--- src/rtl/core/assert_macros.svh ---
// Assertion macros shared by the extent range cache RTL.
// Each macro samples on clk and is disabled while rst_n is low.
`ifndef ASSERT_MACROS_SVH
`define ASSERT_MACROS_SVH

// Same-cycle implication.
`define ERC_ASSERT_IMP(lbl, ante, cons, msg) \
  lbl: assert property (@(posedge clk) disable iff (!rst_n) (ante) |-> (cons)) else $error(msg);

// Next-cycle implication.
`define ERC_ASSERT_NXT(lbl, ante, cons, msg) \
  lbl: assert property (@(posedge clk) disable iff (!rst_n) (ante) |=> (cons)) else $error(msg);

`endif

--- src/rtl/core/erc_pkg.sv ---
// Package for the extent range cache: sizes, operation codes and the
// command and status structs between controller and datapath. No dependencies.
package erc_pkg;

  localparam int ENTRIES = 8;
  localparam int IDX_W   = (ENTRIES > 1) ? $clog2(ENTRIES) : 1;

  localparam int OP_W   = 2;
  localparam int KEY_W  = 32;
  localparam int PHYS_W = 48;
  localparam int LEN_W  = 15;

  localparam int IN_TDATA_W  = 96;  // key, physical start, length, padded to bytes
  localparam int OUT_TDATA_W = 64;  // physical block, run length, padded to bytes

  localparam logic [OP_W-1:0] OP_LOOKUP = 2'd0;
  localparam logic [OP_W-1:0] OP_INSERT = 2'd1;
  localparam logic [OP_W-1:0] OP_INVAL  = 2'd2;

  // Controller to datapath.
  typedef struct packed {
    logic load_req;  // capture the input word
    logic do_match;  // register the per-entry compares
    logic do_pick;   // priority pick, table update
    logic do_emit;   // load the output register
  } erc_cmd_t;

  // Datapath to controller.
  typedef struct packed {
    logic out_free;  // output register can take a word this cycle
  } erc_sts_t;

endpackage

--- src/rtl/core/erc_ctrl.sv ---
// Controller state machine of the extent range cache.
// Depends on erc_pkg and assert_macros.svh.
`include "assert_macros.svh"

module erc_ctrl (
  input  logic              clk,
  input  logic              rst_n,
  input  logic              in_tvalid,
  output logic              in_tready,
  input  erc_pkg::erc_sts_t sts,
  output erc_pkg::erc_cmd_t cmds
);
  import erc_pkg::*;

  typedef enum logic [3:0] {
    ST_IDLE    = 4'b0001,
    ST_MATCH   = 4'b0010,
    ST_PICK    = 4'b0100,
    ST_EMIT    = 4'b1000
  } state_t;

  state_t state_r;
  state_t state_nxt;

  assign in_tready = (state_r == ST_IDLE);

  always_comb begin
    state_nxt     = state_r;
    cmds          = '0;
    unique case (state_r)
      ST_IDLE: begin
        if (in_tvalid) begin
          cmds.load_req = 1'b1;
          state_nxt     = ST_MATCH;
        end
      end
      ST_MATCH: begin
        cmds.do_match = 1'b1;
        state_nxt     = ST_PICK;
      end
      ST_PICK: begin
        cmds.do_pick = 1'b1;
        state_nxt    = ST_EMIT;
      end
      ST_EMIT: begin
        if (sts.out_free) begin
          cmds.do_emit = 1'b1;
          state_nxt    = ST_IDLE;
        end
      end
      default: begin
        state_nxt = ST_IDLE;
      end
    endcase
  end

  always_ff @(posedge clk) begin
    if (!rst_n) begin
      state_r <= ST_IDLE;
    end else begin
      state_r <= state_nxt;
    end
  end

  `ERC_ASSERT_NXT(a_load_to_match, cmds.load_req, state_r == ST_MATCH, "load did not start match")
  `ERC_ASSERT_NXT(a_emit_holds, (state_r == ST_EMIT) && !sts.out_free, state_r == ST_EMIT, "emit left while output busy")
  `ERC_ASSERT_IMP(a_ready_idle, in_tready, !cmds.do_pick && !cmds.do_emit, "ready outside idle")

endmodule

--- src/rtl/core/erc_datapath.sv ---
// Datapath of the extent range cache: request register, entry table,
// range compares, priority pick, result arithmetic and output register.
// Depends on erc_pkg and assert_macros.svh.
`include "assert_macros.svh"

module erc_datapath (
  input  logic                          clk,
  input  logic                          rst_n,
  input  erc_pkg::erc_cmd_t             cmds,
  output erc_pkg::erc_sts_t             sts,
  input  logic [erc_pkg::OP_W-1:0]      req_op,
  input  logic [erc_pkg::KEY_W-1:0]     req_key,
  input  logic [erc_pkg::PHYS_W-1:0]    req_pstart,
  input  logic [erc_pkg::LEN_W-1:0]     req_len,
  input  logic                          out_tready,
  output logic                          out_tvalid,
  output logic                          out_hit,
  output logic [erc_pkg::PHYS_W-1:0]    out_phys,
  output logic [erc_pkg::LEN_W-1:0]     out_run
);
  import erc_pkg::*;

  // Request register.
  logic [OP_W-1:0]   op_r;
  logic [KEY_W-1:0]  key_r;
  logic [PHYS_W-1:0] pstart_r;
  logic [LEN_W-1:0]  len_r;

  // Entry table.
  logic [ENTRIES-1:0] valid_r;
  logic [KEY_W-1:0]   ent_start_r [ENTRIES];
  logic [PHYS_W-1:0]  ent_phys_r  [ENTRIES];
  logic [LEN_W-1:0]   ent_len_r   [ENTRIES];
  logic [IDX_W-1:0]   ptr_r;

  // Compare results.
  logic [ENTRIES-1:0] contain_r;
  logic [ENTRIES-1:0] same_r;
  logic [ENTRIES-1:0] contain_nxt;
  logic [ENTRIES-1:0] same_nxt;

  // Picked entry.
  logic [IDX_W-1:0] hit_idx;
  logic             hit_any;
  logic [IDX_W-1:0] upd_idx;
  logic             upd_any;
  logic [IDX_W-1:0] wr_idx;
  logic [IDX_W-1:0] ptr_nxt;

  logic              hit_r;
  logic [PHYS_W-1:0] sel_phys_r;
  logic [LEN_W-1:0]  sel_len_r;
  logic [LEN_W-1:0]  off_r;

  // Output register.
  logic              out_valid_r;
  logic              out_hit_r;
  logic [PHYS_W-1:0] out_phys_r;
  logic [LEN_W-1:0]  out_run_r;

  always_ff @(posedge clk) begin
    if (cmds.load_req) begin
      op_r     <= req_op;
      key_r    <= req_key;
      pstart_r <= req_pstart;
      len_r    <= req_len;
    end
  end

  // Containment is checked on 33 bits so an extent never wraps.
  always_comb begin
    for (int i = 0; i < ENTRIES; i++) begin
      contain_nxt[i] = valid_r[i] && (key_r >= ent_start_r[i]) &&
                       ({1'b0, key_r} <
                        ({1'b0, ent_start_r[i]} + {{(KEY_W + 1 - LEN_W){1'b0}}, ent_len_r[i]}));
      same_nxt[i]    = valid_r[i] && (ent_start_r[i] == key_r);
    end
  end

  always_ff @(posedge clk) begin
    if (cmds.do_match) begin
      contain_r <= contain_nxt;
      same_r    <= same_nxt;
    end
  end

  // Lowest index wins.
  always_comb begin
    hit_idx = '0;
    hit_any = 1'b0;
    upd_idx = '0;
    upd_any = 1'b0;
    for (int i = ENTRIES - 1; i >= 0; i--) begin
      if (contain_r[i]) begin
        hit_idx = IDX_W'(i);
        hit_any = 1'b1;
      end
      if (same_r[i]) begin
        upd_idx = IDX_W'(i);
        upd_any = 1'b1;
      end
    end
    wr_idx  = upd_any ? upd_idx : ptr_r;
    ptr_nxt = (ptr_r == IDX_W'(ENTRIES - 1)) ? '0 : ptr_r + 1'b1;
  end

  // Offset is below the length, so its low bits are enough.
  always_ff @(posedge clk) begin
    if (cmds.do_pick) begin
      hit_r      <= hit_any && (op_r == OP_LOOKUP);
      sel_phys_r <= ent_phys_r[hit_idx];
      sel_len_r  <= ent_len_r[hit_idx];
      off_r      <= key_r[LEN_W-1:0] - ent_start_r[hit_idx][LEN_W-1:0];
    end
  end

  always_ff @(posedge clk) begin
    if (cmds.do_pick && (op_r == OP_INSERT)) begin
      ent_start_r[wr_idx] <= key_r;
      ent_phys_r[wr_idx]  <= pstart_r;
      ent_len_r[wr_idx]   <= len_r;
    end
  end

  always_ff @(posedge clk) begin
    if (!rst_n) begin
      valid_r <= '0;
      ptr_r   <= '0;
    end else if (cmds.do_pick) begin
      if (op_r == OP_INSERT) begin
        valid_r[wr_idx] <= 1'b1;
        if (!upd_any) begin
          ptr_r <= ptr_nxt;
        end
      end else if (op_r == OP_INVAL) begin
        valid_r <= '0;
      end
    end
  end

  always_ff @(posedge clk) begin
    if (!rst_n) begin
      out_valid_r <= 1'b0;
    end else if (cmds.do_emit) begin
      out_valid_r <= 1'b1;
    end else if (out_tready) begin
      out_valid_r <= 1'b0;
    end
  end

  always_ff @(posedge clk) begin
    if (cmds.do_emit) begin
      out_hit_r  <= hit_r;
      out_phys_r <= hit_r ? (sel_phys_r + {{(PHYS_W - LEN_W){1'b0}}, off_r}) : '0;
      out_run_r  <= hit_r ? (sel_len_r - off_r) : '0;
    end
  end

  assign sts.out_free = !out_valid_r || out_tready;
  assign out_tvalid   = out_valid_r;
  assign out_hit      = out_hit_r;
  assign out_phys     = out_phys_r;
  assign out_run      = out_run_r;

  `ERC_ASSERT_NXT(a_inval_clears, cmds.do_pick && (op_r == OP_INVAL), valid_r == '0, "invalidate left a valid entry")
  `ERC_ASSERT_IMP(a_hit_run, out_valid_r && out_hit_r, out_run_r != '0, "hit with empty run")
  `ERC_ASSERT_IMP(a_miss_zero, out_valid_r && !out_hit_r, (out_phys_r == '0) && (out_run_r == '0), "miss with data")

endmodule

--- src/rtl/core/extent_range_cache.sv ---
// Top level of the extent range cache: stream ports, controller and datapath.
// Depends on erc_pkg, erc_ctrl and erc_datapath.
//
// The block holds ENTRIES extent mappings in a fully associative table. Each
// input word carries an operation in in_tuser: lookup, insert or update, or
// invalidate all; the unused operation code changes nothing. Every input word
// gives exactly one output word. A lookup returns, for the lowest-indexed
// valid entry whose range contains the key, the hit flag in out_tuser, the
// physical block (start plus offset, wrapping at 2^48) and the blocks left in
// the extent; a miss and every other operation return all zeros.
// An insert rewrites a valid entry with the same logical start, or else
// writes at a round-robin pointer that then advances.
// Timing: a word is taken in the idle state, the range compares are
// registered in the next cycle, the priority pick and the table update follow,
// and the output register is loaded in the emit state once it is free.
// The controller passes through its four states in order for each word, so a
// new word is taken only after the last one has left the emit state. The output
// register lets the next word be taken while a result still waits. If the
// receiver stalls, the controller holds in its last state until the output
// register frees. Reset clears every valid bit, the pointer, the controller
// and out_tvalid at once; entry contents are not cleared.

module extent_range_cache (
  input  logic                               clk,
  input  logic                               rst_n,
  input  logic                               in_tvalid,
  output logic                               in_tready,
  // Fields from bit 0: logical_block[31:0], phys_start[79:32], length[94:80].
  input  logic [erc_pkg::IN_TDATA_W-1:0]     in_tdata,
  // Fields from bit 0: cmd[1:0].
  input  logic [erc_pkg::OP_W-1:0]           in_tuser,
  output logic                               out_tvalid,
  input  logic                               out_tready,
  // Fields from bit 0: phys_block[47:0], run_length[62:48].
  output logic [erc_pkg::OUT_TDATA_W-1:0]    out_tdata,
  // Fields from bit 0: hit[0].
  output logic                               out_tuser
);
  import erc_pkg::*;

  erc_cmd_t          cmds;
  erc_sts_t          sts;
  logic              res_hit;
  logic [PHYS_W-1:0] res_phys;
  logic [LEN_W-1:0]  res_run;

  erc_ctrl u_ctrl (
    .clk       (clk),
    .rst_n     (rst_n),
    .in_tvalid (in_tvalid),
    .in_tready (in_tready),
    .sts       (sts),
    .cmds      (cmds)
  );

  erc_datapath u_datapath (
    .clk        (clk),
    .rst_n      (rst_n),
    .cmds       (cmds),
    .sts        (sts),
    .req_op     (in_tuser),
    .req_key    (in_tdata[KEY_W-1:0]),
    .req_pstart (in_tdata[KEY_W+PHYS_W-1:KEY_W]),
    .req_len    (in_tdata[KEY_W+PHYS_W+LEN_W-1:KEY_W+PHYS_W]),
    .out_tready (out_tready),
    .out_tvalid (out_tvalid),
    .out_hit    (res_hit),
    .out_phys   (res_phys),
    .out_run    (res_run)
  );

  // The upper input padding bit is ignored; the output padding bit is zero.
  assign out_tdata = {{(OUT_TDATA_W - PHYS_W - LEN_W){1'b0}}, res_run, res_phys};
  assign out_tuser = res_hit;

endmodule

--- config.mk ---
export PLATFORM = sky130hd
export DESIGN_NAME = extent_range_cache
export DESIGN_NICKNAME = d
export VERILOG_FILES = /design/src/rtl/core/erc_pkg.sv /design/src/rtl/core/erc_ctrl.sv /design/src/rtl/core/erc_datapath.sv /design/src/rtl/core/extent_range_cache.sv
export VERILOG_INCLUDE_DIRS = /design/src /design/src/rtl/core
export SDC_FILE = /design/constraint.sdc
export NUM_CORES = 2
export LEC_CHECK = 0
export BUFFER_PORTS_ARGS = -buffer_cell sky130_fd_sc_hd__buf_4
export CAP_MARGIN = 30
export CORE_ASPECT_RATIO = 1.25
export CORE_MARGIN = 1.5
export CORE_UTILIZATION = 60
export DETAILED_ROUTE_END_ITERATION = 6
export GPL_TIMING_DRIVEN = 0
export PLACE_DENSITY_LB_ADDON = 0.12
export SLEW_MARGIN = 0
export SYNTH_ARGS = -nofsm -noshare
export SYNTH_HDL_FRONTEND = slang
export SYNTH_HIERARCHICAL = 1
export SYNTH_SLANG_ARGS = --single-unit
--- constraint.sdc ---
create_clock -name clk -period 14.98 [get_ports clk]
set_clock_uncertainty 0.15 [all_clocks]
set_input_delay 1.498 -clock clk [delete_from_list [all_inputs] [get_ports clk]]
set_output_delay 1.498 -clock clk [all_outputs]
set_load 0.005 [all_outputs]
==> impl_metrics.json <==
{
  "status": "completed",
  "worst-slew-pin-transition_ps": 1040,
  "die_w_um": 282,
  "areaGrowthSynthToFinish_pct": 14.1,
  "asyncSetResetFlopFracSynth_pct": 0,
  "worstPathRequired_ps": 15270,
  "wire_per_inst_um": 25.4,
  "worstReg2RegStart": "u_datapath/ent_start_r[4][0]$_DFFE_PP_",
  "finalSetupViolCount": 0,
  "worstPathMaxFanout": 5,
  "synth_largest_area_cell": "edfxtp_1",
  "clkSinkCount": 1032,
  "grt_overflow": 0,
  "wirelength_routed_um": 156000,
  "grt_pass1_vias": 38481,
  "cts.repair.resized": 0,
  "power.switching_mw": 1.53,
  "cts_post_setup_buffers_inserted": 0,
  "cts_tree": "done",
  "critPathLaunchType": "flip-flop",
  "fillCellCount": 6831,
  "dpl-instance-area_um2": 63200,
  "setup.worst_path.start": "u_datapath/ent_start_r[4][0]$_DFFE_PP_",
  "power_report.internal_total_mw": 5.07,
  "switch_share_pct": 23.2,
  "pre_cts_ws_ps": 8640,
  "cts-hold-fix-buffers": 0,
  "pin_count": 169,
  "nets": 5558,
  "fmaxAchievable_ghz": 0.156,
  "ctsHtreeMaxLevel": 3,
  "design.die.area_um2": 99500,
  "r2r_cells": 18,
  "grt_pass1_wl_um": 235000,
  "grt_use_total_pct": 31.8,
  "total_number_of_vias": 38594,
  "reg2reg_slack_ps": 8590,
  "power_leakage_nw": 26.1,
  "cts.path.max_buffers": 3,
  "power_per_cell_area_nw_per_um2": 98.9,
  "synth_area_per_cell_um2": 13.2,
  "insertion_delay_ps": 690,
  "peak_ir_drop_on_the_vdd_network_mv": 0.143,
  "register_bit_total_from_synthesis": 1032,
  "antenna_found_initial": 3,
  "critical_path_class": "flip-flop to flip-flop",
  "dr.pass1.iters": 5,
  "cp-endpoint": "u_datapath/contain_r[4]$_DFFE_PP_",
  "die_y_um": 352,
  "netlist_instances": 4421,
  "worst_hold_path_type": "flip-flop to flip-flop",
  "worst_path_most_repeated_cell": "o21ai_0",
  "yosys_warnings": 6,
  "yosys_most_used_dff": "edfxtp_1",
  "drtAntennaViolNets": 0,
  "p_comb_share_pct": 8.3,
  "drv_slew": 0,
  "cts_inserted_buffers": 102,
  "worst_ep_arrival_time_ps": 6680,
  "place.gp.congestion": 0.949,
  "post_synth_main_area_contributors": "edfxtp_1, ha_1, mux4_2",
  "worst_slew_margin_rel_pct": 29.8,
  "post_drt_via_cell_ratio": 6.28,
  "synth_area_um2": 58500,
  "cpPeakStageDelay_ps": 840,
  "pwr-share-clk_pct": 41.1,
  "final_hold_viol_count": 0,
  "fin_area_um2": 66800,
  "initialDrtViolationCount": 3004,
  "number_of_drc_violations_after_detailed_routing": 0,
  "rsz0062_at_grt": "false",
  "largest_net_degree_at_the_start_of_global_routing": 56,
  "path_clk_slew_ps": 60,
  "synth_cell_type_count": 98,
  "synth_top_area_share_pct": 52.1,
  "worst_setup_path_end_kind": "flip-flop",
  "cts_root_buffer": "clkbuf_16",
  "critical_path.slowest_cell": "o21ai_0",
  "synth_edf_count": 1016,
  "max_cap_violations": 0,
  "placeableCoreArea_um2": 96300,
  "detailed_place_hpwl_um": 117000,
  "post-route-worst-setup-slack_ps": 8590,
  "seq_power_share_pct": 50.6,
  "yosysSeqAreaShare_pct": 52.7,
  "final.period_utilization_pct": 42.7,
  "port-buffer-count": 166,
  "power.total_mw": 6.61,
  "placementRows": 127,
  "final.hold.worst_slack_ps": 319,
  "layout_min_cycle_time_ps": 6390,
  "worstPathCellList": "ha_1, inv_1, fa_1, nor2b_1, o31a_1, o21ai_0, o21ai_0, a311oi_2, nor2_1, xnor2_1, ha_1, a21o_1, a21o_1, a211oi_1, nand3_1, o21ai_0, a31oi_1, o21ai_0",
  "reg2reg_to": "u_datapath/contain_r[4]$_DFFE_PP_",
  "synth.net_count": 5205,
  "drive_above_1_share_pct": 15.1,
  "initial_core_util_pct": 60.8
}
## placed cells by master (no fill, tap or decap), types with 19 or more instances in the layout
cell type / netlist / layout
a211oi_1: 36 / 36
a21o_1: 193 / 193
a21oi_1: 242 / 242
a31oi_1: 20 / 20
and3_1: 30 / 30
buf_12: 0 / 19
buf_16: 0 / 40
buf_2: 31 / 31
buf_4: 4 / 174
buf_6: 0 / 19
clkbuf_1: 24 / 39
clkbuf_16: 0 / 103
clkinv_2: 0 / 19
edfxtp_1: 1016 / 1016
ha_1: 671 / 671
inv_1: 339 / 339
mux2_2: 64 / 64
mux4_2: 155 / 155
nand2_1: 131 / 131
nand2b_1: 50 / 50
nand3_1: 116 / 116
nand4_1: 109 / 109
nor2_1: 198 / 192
nor2b_1: 45 / 45
nor3_1: 89 / 87
nor4_1: 30 / 30
o21a_1: 47 / 47
o21ai_0: 143 / 143
o21bai_1: 19 / 19
or3_1: 22 / 22
xnor2_1: 210 / 210
xor2_1: 73 / 73
## power groups by stage
stage / clock (mW) / combinational, mW / sequential (mW)
3_5_place_dp: 0 / 0.539 / 3.40
4_1_cts: 2.76 / 0.546 / 3.34
6_report: 2.72 / 0.548 / 3.34
5_1_grt: 2.87 / 0.605 / 3.35
3_3_place_gp: 0 / 0.408 / 3.47
2_1_floorplan: 0 / 0.290 / 3.38
## metrics by stage
step	util (%)	std cells	setup TNS (ps)
2_1_floorplan	-	4421	0
3_3_place_gp	63.8	5877	-58130
3_5_place_dp	65.6	5960	0
4_1_cts	69.3	6147	0
5_1_grt	69.3	6147	0
6_report	69.3	6148	0
## metal layers
metal	GRT usage (%)	wire length, µm	vias up	share of wire [%]
met3	3.68	8980	416	5.7
met5	0	9	-	0.0058
met1	39.6	60200	18906	39
met2	53.4	76500	1455	49
met4	18.6	10600	2	6.8
li1	-	-	17815	-
## worst min path at each step
stage                                           from                      endpoint  slack, ps  cells past startpoint
after floorplan           u_datapath/hit_r$_DFFE_PP_  u_datapath/out_hit$_DFFE_PP_        270                      0
after global placement    u_datapath/hit_r$_DFFE_PP_  u_datapath/out_hit$_DFFE_PP_        290                      0
after detailed placement  u_datapath/hit_r$_DFFE_PP_  u_datapath/out_hit$_DFFE_PP_        290                      0
after CTS                 u_datapath/hit_r$_DFFE_PP_  u_datapath/out_hit$_DFFE_PP_        310                      0
after global routing      u_datapath/hit_r$_DFFE_PP_  u_datapath/out_hit$_DFFE_PP_        340                      0
final                     u_datapath/hit_r$_DFFE_PP_  u_datapath/out_hit$_DFFE_PP_        320                      0
## flip-flops by register name (all words and copies together) (netlist names), 15 cells and up
name and count:
u_datapath/ent_len_r 120, u_datapath/ent_phys_r 384, u_datapath/ent_start_r 256, u_datapath/key_r 32, u_datapath/len_r 15, u_datapath/off_r 15
u_datapath/out_phys 48, u_datapath/out_run 15, u_datapath/pstart_r 48, u_datapath/sel_len_r 15, u_datapath/sel_phys_r 48
## worst max-delay path, delay by kind of cell (launching register included)
kind,cells,cell delay (ps)
AOI/OAI and AO/OA,10,4000
DFF,1,440
adders and majority gates,3,730
buffers and inverters,1,80
and+or+nand+nor,3,450
xor gates and xnor gates,1,260
## Yosys cell counts (all sizes together) (14+ instances only)
| library cell | count |
|---|---|
| a211oi | 38 |
| a21o | 193 |
| a21oi | 245 |
| a31oi | 22 |
| and2 | 19 |
| and3 | 30 |
| and4 | 16 |
| buf | 39 |
| clkbuf | 24 |
| dfxtp | 16 |
| edfxtp | 1016 |
| ha | 671 |
| inv | 339 |
| mux2 | 64 |
| mux2i | 17 |
| mux4 | 155 |
| nand2 | 131 |
| nand2b | 50 |
| nand3 | 116 |
| nand4 | 111 |
| nor2 | 198 |
| nor2b | 45 |
| nor3 | 90 |
| nor3b | 14 |
| nor4 | 36 |
| o211ai | 20 |
| o21a | 47 |
| o21ai | 156 |
| o21bai | 19 |
| o31a | 15 |
| o31ai | 16 |
| or3 | 22 |
| xnor2 | 210 |
| xor2 | 73 |
## final cells by class
cell class	count	area, µm²	share of cell area, %
Sequential cell	1032	30800	46.2
Multi-Input combinational cell	2986	26200	39.3
Timing Repair Buffer	249	2990	4.47
Clock buffer	118	2630	3.94
Tap cell	1290	1610	2.42
Inverter	340	1280	1.91
Clock inverter	69	920	1.38
Buffer	63	290	0.435
Antenna cell	1	2.50	0.00375
## logic make-up (layout without fill, tap and decap cells)
group | Yosys count | in the layout | synth area share, %
flops | 1032 | 1032 | 52.7
simple gates | 925 | 925 | 8.47
compound gates | 859 | 859 | 9.75
fa+ha+maj | 682 | 682 | 14.7
buf+inv | 403 | 839 | 2.68
xor+xnor | 283 | 283 | 4.23
mux | 236 | 236 | 7.48
other cells | 1 | 2 | 0.00641
Power figures use the tool's default switching activity.
